==> config.mk <==
export PLATFORM = sky130hd
export DESIGN_NAME = prime_trial_division_top
export DESIGN_NICKNAME = d
export VERILOG_FILES = /design/src/hw/rtl/ptd_pkg.sv /design/src/hw/rtl/ptd_datapath.sv /design/src/hw/rtl/ptd_ctrl.sv /design/src/hw/rtl/prime_trial_division_top.sv
export SDC_FILE = /design/constraint.sdc
export NUM_CORES = 1
export LEC_CHECK = 0
export ABC_AREA = 0
export BUFFER_PORTS_ARGS = -buffer_cell sky130_fd_sc_hd__buf_2
export CELL_PAD_IN_SITES_DETAIL_PLACEMENT = 1
export CELL_PAD_IN_SITES_GLOBAL_PLACEMENT = 1
export CORE_UTILIZATION = 53
export DETAILED_ROUTE_END_ITERATION = 7
export PLACE_DENSITY = 0.84
export SYNTH_ARGS = -nofsm -noshare
export SYNTH_HDL_FRONTEND = slang
export SYNTH_SLANG_ARGS = --single-unit
==> constraint.sdc <==
create_clock -name clk -period 6.58 [get_ports clk]
set_input_delay 1.316 -clock clk [delete_from_list [all_inputs] [get_ports clk]]
set_output_delay 1.316 -clock clk [all_outputs]
set_load 0.02 [all_outputs]
==> src/hw/rtl/ptd_pkg.sv <==
// Shared types and constants for the trial-division primality tester.
package ptd_pkg;

    localparam int NUMBER_WIDTH = 32;
    localparam int CNT_WIDTH    = $clog2(NUMBER_WIDTH);

    typedef enum logic [3:0] {
        ST_IDLE  = 4'b0001,
        ST_CHECK = 4'b0010,
        ST_DIV   = 4'b0100,
        ST_EVAL  = 4'b1000
    } state_t;

    typedef struct packed {
        logic load;      // latch number, divisor back to three
        logic div_init;  // start a division of number by the divisor
        logic div_step;  // one restoring division step
        logic d_inc;     // next odd divisor
    } ptd_cmd_t;

    typedef struct packed {
        logic n_is_two;
        logic n_trivial;  // zero, one or even
        logic div_last;   // this step finishes the quotient
        logic d_gt_quo;   // divisor above number / divisor
        logic rem_zero;
    } ptd_status_t;

endpackage

==> src/hw/rtl/ptd_datapath.sv <==
// Datapath: number and divisor registers and a bit-serial restoring divider.
module ptd_datapath (
    input  logic                              clk,
    input  logic                              rst_n,
    input  logic [ptd_pkg::NUMBER_WIDTH-1:0] number,
    input  ptd_pkg::ptd_cmd_t                 cmd,
    output ptd_pkg::ptd_status_t              status
);

    logic [ptd_pkg::NUMBER_WIDTH-1:0] n_reg;
    logic [ptd_pkg::NUMBER_WIDTH-1:0] d_reg;
    logic [ptd_pkg::NUMBER_WIDTH-1:0] rem_reg;
    logic [ptd_pkg::NUMBER_WIDTH-1:0] quo_reg;
    logic [ptd_pkg::CNT_WIDTH-1:0]    cnt_reg;

    logic [ptd_pkg::NUMBER_WIDTH:0]   rem_shift;
    logic [ptd_pkg::NUMBER_WIDTH:0]   rem_diff;
    logic                             fits;
    logic [ptd_pkg::NUMBER_WIDTH-1:0] rem_next;
    logic [ptd_pkg::NUMBER_WIDTH-1:0] quo_next;

    always_comb
    begin
        rem_shift = {rem_reg, quo_reg[ptd_pkg::NUMBER_WIDTH-1]};
        rem_diff  = rem_shift - {1'b0, d_reg};
        fits      = (rem_shift >= {1'b0, d_reg});
        // remainder stays below the divisor, so the top bit drops
        rem_next  = fits ? rem_diff[ptd_pkg::NUMBER_WIDTH-1:0]
                         : rem_shift[ptd_pkg::NUMBER_WIDTH-1:0];
        quo_next  = {quo_reg[ptd_pkg::NUMBER_WIDTH-2:0], fits};
    end

    always_ff @(posedge clk)
    begin
        if (cmd.load)
        begin
            n_reg <= number;
            d_reg <= ptd_pkg::NUMBER_WIDTH'(3);
        end
        else if (cmd.d_inc)
        begin
            d_reg <= d_reg + ptd_pkg::NUMBER_WIDTH'(2);
        end

        if (cmd.div_init)
        begin
            rem_reg <= '0;
            quo_reg <= n_reg;
        end
        else if (cmd.div_step)
        begin
            rem_reg <= rem_next;
            quo_reg <= quo_next;
        end
    end

    always_ff @(posedge clk or negedge rst_n)
    begin
        if (!rst_n)
        begin
            cnt_reg <= '0;
        end
        else if (cmd.div_init)
        begin
            cnt_reg <= '0;
        end
        else if (cmd.div_step)
        begin
            cnt_reg <= cnt_reg + ptd_pkg::CNT_WIDTH'(1);
        end
    end

    always_comb
    begin
        status.n_is_two  = (n_reg == ptd_pkg::NUMBER_WIDTH'(2));
        status.n_trivial = (n_reg[ptd_pkg::NUMBER_WIDTH-1:1] == '0) || !n_reg[0];
        status.div_last  = (cnt_reg == ptd_pkg::CNT_WIDTH'(ptd_pkg::NUMBER_WIDTH - 1));
        status.d_gt_quo  = (d_reg > quo_reg);
        status.rem_zero  = (rem_reg == '0);
    end

endmodule

==> src/hw/rtl/ptd_ctrl.sv <==
// Controller: sequences the divisor trials and issues the result strobe.
module ptd_ctrl (
    input  logic                 clk,
    input  logic                 rst_n,
    input  logic                 start,
    input  ptd_pkg::ptd_status_t status,
    output ptd_pkg::ptd_cmd_t    cmd,
    output logic                 busy,
    output logic                 done,
    output logic                 is_prime
);

    ptd_pkg::state_t state_reg, state_next;
    logic            done_reg, done_next;
    logic            prime_reg, prime_next;

    always_comb
    begin
        state_next = state_reg;
        done_next  = 1'b0;
        prime_next = prime_reg;
        cmd        = '0;
        unique case (state_reg)
            ptd_pkg::ST_IDLE:
            begin
                if (start)
                begin
                    cmd.load   = 1'b1;
                    state_next = ptd_pkg::ST_CHECK;
                end
            end
            ptd_pkg::ST_CHECK:
            begin
                if (status.n_is_two)
                begin
                    done_next  = 1'b1;
                    prime_next = 1'b1;
                    state_next = ptd_pkg::ST_IDLE;
                end
                else if (status.n_trivial)
                begin
                    done_next  = 1'b1;
                    prime_next = 1'b0;
                    state_next = ptd_pkg::ST_IDLE;
                end
                else
                begin
                    cmd.div_init = 1'b1;
                    state_next   = ptd_pkg::ST_DIV;
                end
            end
            ptd_pkg::ST_DIV:
            begin
                cmd.div_step = 1'b1;
                if (status.div_last)
                begin
                    state_next = ptd_pkg::ST_EVAL;
                end
            end
            ptd_pkg::ST_EVAL:
            begin
                // divisor squared past the number: no factor left
                if (status.d_gt_quo)
                begin
                    done_next  = 1'b1;
                    prime_next = 1'b1;
                    state_next = ptd_pkg::ST_IDLE;
                end
                else if (status.rem_zero)
                begin
                    done_next  = 1'b1;
                    prime_next = 1'b0;
                    state_next = ptd_pkg::ST_IDLE;
                end
                else
                begin
                    cmd.d_inc    = 1'b1;
                    cmd.div_init = 1'b1;
                    state_next   = ptd_pkg::ST_DIV;
                end
            end
            default:
            begin
                state_next = ptd_pkg::ST_IDLE;
            end
        endcase
    end

    always_ff @(posedge clk or negedge rst_n)
    begin
        if (!rst_n)
        begin
            state_reg <= ptd_pkg::ST_IDLE;
            done_reg  <= 1'b0;
            prime_reg <= 1'b0;
        end
        else
        begin
            state_reg <= state_next;
            done_reg  <= done_next;
            prime_reg <= prime_next;
        end
    end

    assign busy     = (state_reg != ptd_pkg::ST_IDLE);
    assign done     = done_reg;
    assign is_prime = prime_reg;

endmodule

==> src/hw/rtl/prime_trial_division_top.sv <==
// Top level of the trial-division primality tester.
// Numbers 0, 1, 2 and even numbers are settled in the check state; otherwise each
// odd divisor tried runs a full bit-serial division and then an evaluation, and the
// search ends on a factor or once the divisor exceeds number / divisor.
// One item at a time: busy is high from acceptance until the done strobe.
// Reset clears the controller and the strobe; done pulses for one cycle, unstalled.
module prime_trial_division_top (
    input  logic                              clk,
    input  logic                              rst_n,
    input  logic                              start,
    input  logic [ptd_pkg::NUMBER_WIDTH-1:0] number,
    output logic                              busy,
    output logic                              done,
    output logic                              is_prime
);

    ptd_pkg::ptd_cmd_t    cmd;
    ptd_pkg::ptd_status_t status;

    ptd_ctrl u_ctrl (
        .clk      (clk),
        .rst_n    (rst_n),
        .start    (start),
        .status   (status),
        .cmd      (cmd),
        .busy     (busy),
        .done     (done),
        .is_prime (is_prime)
    );

    ptd_datapath u_datapath (
        .clk    (clk),
        .rst_n  (rst_n),
        .number (number),
        .cmd    (cmd),
        .status (status)
    );

endmodule

==> impl_metrics.yaml <==
outcome:
  outcome: "completed"
timing:
  finClkSkew_ps: 8.44
  setup-tns-final_ps: 0
  final-hold-violation-count: 0
  max-slew-margin-rel_pct: 37.1
  min_period_ps: 4310
  fin_crit_sh_pct: 65.4
  whs_ps: 507
  setup_viol: 0
  tightest_slew_ps: 943
  rsz0062_at_grt: "false"
  finalMaxSlewViolations: 0
  max_freq_mhz: 232
power_and_ir_drop:
  p_leak_nw: 4.11
  power_frac_seq_pct: 21.8
  ir_drop_uv: 449
  power_frac_comb_pct: 61.4
  swShare_pct: 46.9
  switchingPower_mw: 2.69
  p_int_mw: 3.05
  p_per_area_nw_per_um2: 602
  clockPowerShare_pct: 16.9
grt:
  grt_pass1_vias: 7954
  grt_use_total_pct: 33.9
  antenna_found_initial: 0
  grt_overflow: 0
  grt_pass1_wl_um: 42400
  grt_max_degree: 51
clocking:
  cts_resized: 0
  clk_pin_slew_worst_paths_ps: 60
  clockRootBuffer: "clkbuf_16"
  cts_buffer_depth: 2
  cts_made_buffers: 17
  cts_setup_buffers: 0
  clk_latency_ps: 440
  cts_tree: "done"
  cts_sinks: 138
  cts_max_level: 4
  cts-hold-fix-buffers: 0
detailed_routing:
  vias: 7499
  drt_iter0_markers: 482
  wirelength_um: 26700
  routedWlPerCell_um: 22.7
  antenna_left: 0
  first_pass_iters: 7
  viasPerCell: 6.37
  drc: 0
layout:
  drive_gt1_share_pct: 10.6
  final_cell_mix: "nand2_1 (86), o21ai_0 (82), inv_1 (73)"
  fillers: 1828
  final_common_cell: "nand2_1"
  nNetsFinal: 1051
  antenna_cells: 0
  multi_input_area_um2: 4670
  seqCellArea_um2: 3460
  synthToLayoutAreaGrowth_pct: 10.8
run:
  maxCapViolCount: 0
floorplan:
  ios: 38
  die_w_um: 129
  start_util_pct: 54.1
  core_area_um2: 15900
  rows: 46
  dieArea_um2: 16700
  die_y_um: 129
worst_setup_path:
  critical_path.startpoint_type: "register"
  critPathRequiredTime_ps: 6730
  crit_family: "simple AND/OR/NAND/NOR gates"
  crit_chain: "nor4_1, nand2_1, nor4_1, nand2b_1, nand4_1, inv_1, nor3_4, buf_4, inv_1, buf_4"
  critPathSlowestCell: "nor3_4"
  slowest_delay_ps: 860
  cp.arrival_ps: 4450
  cp_max_fo: 32
  cp-end-kind: "register"
  critical_path_class: "reg -> reg"
  crit_buf_inv: 4
yosys:
  ys_seq_elements: 138
  ys.flop_type: "edfxtp_1"
  syn_area_um2: 8600
  asyncSetResetFlopFracSynth_pct: 7.97
  syn_inst: 922
  synth_nets: 1024
  syn_area_per_cell_um2: 9.32
  yosysUniqueCellTypes: 77
  ys_warn_count: 0
  synth_edf_count: 64
  synth_seq_area_share_pct: 40.2
placement:
  hpwlAfterDp_um: 19100
  port_buffers: 37
  place_congestion: 0.931
min_path:
  worst_hold_path_type: "reg -> reg"
per-layer routing:
| layer | wire [um] | GRT usage, % | vias to the layer above | share of wire, % |
|---|---|---|---|---|
| li1 | - | - | 3468 | - |
| met1 | 10900 | 39.0 | 3743 | 41 |
| met2 | 13800 | 60.8 | 217 | 52 |
| met3 | 1160 | 6.40 | 71 | 4.3 |
| met4 | 857 | 15.6 | 0 | 3.2 |
| met5 | 0 | 0 | - | 0 |
path summary, 6_finish.rpt:
| path | startpoint | endpoint | slack [ps] | cells after the start |
|---|---|---|---|---|
| max in group asynchronous | rst_n | u_ctrl.state_reg[0] | 5550 | 1 |
| min | u_datapath.d_reg[29] | u_datapath.d_reg[29] | 510 | 2 |
| min reg2reg | u_datapath.d_reg[29] | u_datapath.d_reg[29] | 510 | 2 |
| max | u_datapath.n_reg[27] | u_datapath.quo_reg[28] | 2270 | 10 |
| max reg2reg | u_datapath.n_reg[27] | u_datapath.quo_reg[28] | 2270 | 10 |
| min in group asynchronous | rst_n | u_ctrl.is_prime | 750 | 1 |
stage by stage:
step / cell area (um2) / power, mW / std cells / util, % / worst slack [ps]
after global routing: 9530 / 6.08 / 1178 / 60.0 / 1970
after CTS: 9530 / 5.71 / 1178 / 60.0 / 2360
after floorplan: 8600 / 3.93 / 922 / - / 3290
after global placement: 8950 / 4.54 / 1146 / 56.3 / 2510
after detailed placement: 8950 / 4.66 / 1146 / 56.3 / 2370
final: 9530 / 5.74 / 1178 / 60.0 / 2270
synth_stat cells, drive strengths merged, types with 19 or more instances:
master   instances  share of area (%)
a21o            25                2.2
a21oi           55                3.3
and3            21                1.5
clkbuf          29                1.3
dfxtp           63                 15
edfxtp          64                 22
ha              66                9.6
inv             73                3.2
mux2i           36                4.2
nand2           86                3.8
nand3           21                1.2
nand4           28                2.0
nor2            39                1.7
nor4            24                1.9
o21ai           83                4.8
o2bb2ai         19                1.9
final cells by class:
type / instances / area share (%)
multi-input combinational: 670 / 49.0
clock inverter: 14 / 1.58
timing repair buffer: 48 / 2.81
inverter: 74 / 2.92
clock buffer: 18 / 4.51
tap: 216 / 2.84
sequential: 138 / 36.3
power by group through the flow:
stage | clock network, mW | registers [mW] | logic (mW)
floorplan | 0 | 1.19 | 2.73
detailed placement | 0 | 1.25 | 3.41
global route | 1.01 | 1.26 | 3.80
global placement | 0 | 1.24 | 3.30
finish | 0.967 | 1.25 | 3.52
CTS | 0.974 | 1.24 | 3.49
kinds of logic after synthesis:
| logic type | Yosys count | share of synthesized area (%) |
|---|---|---|
| AND/OR/NAND/NOR | 277 | 16.9 |
| flip-flops | 138 | 40.2 |
| multiplexers | 43 | 5.11 |
| adder cells (fa/ha/maj) | 67 | 9.84 |
| AO/OA/AOI/OAI | 253 | 19.3 |
| buffers and inverters | 114 | 5.49 |
| XOR/XNOR | 30 | 3.06 |
worst register-to-register path, stage by stage (launching register included):
cell and delay [ps]:
edfxtp_1 400, nor4_1 410, nand2_1 140, nor4_1 610
nand2b_1 210, nand4_1 250, inv_1 450, nor3_4 860
buf_4 330, inv_1 90, buf_4 260
Note: power is estimated with default switching activity, not from simulation.
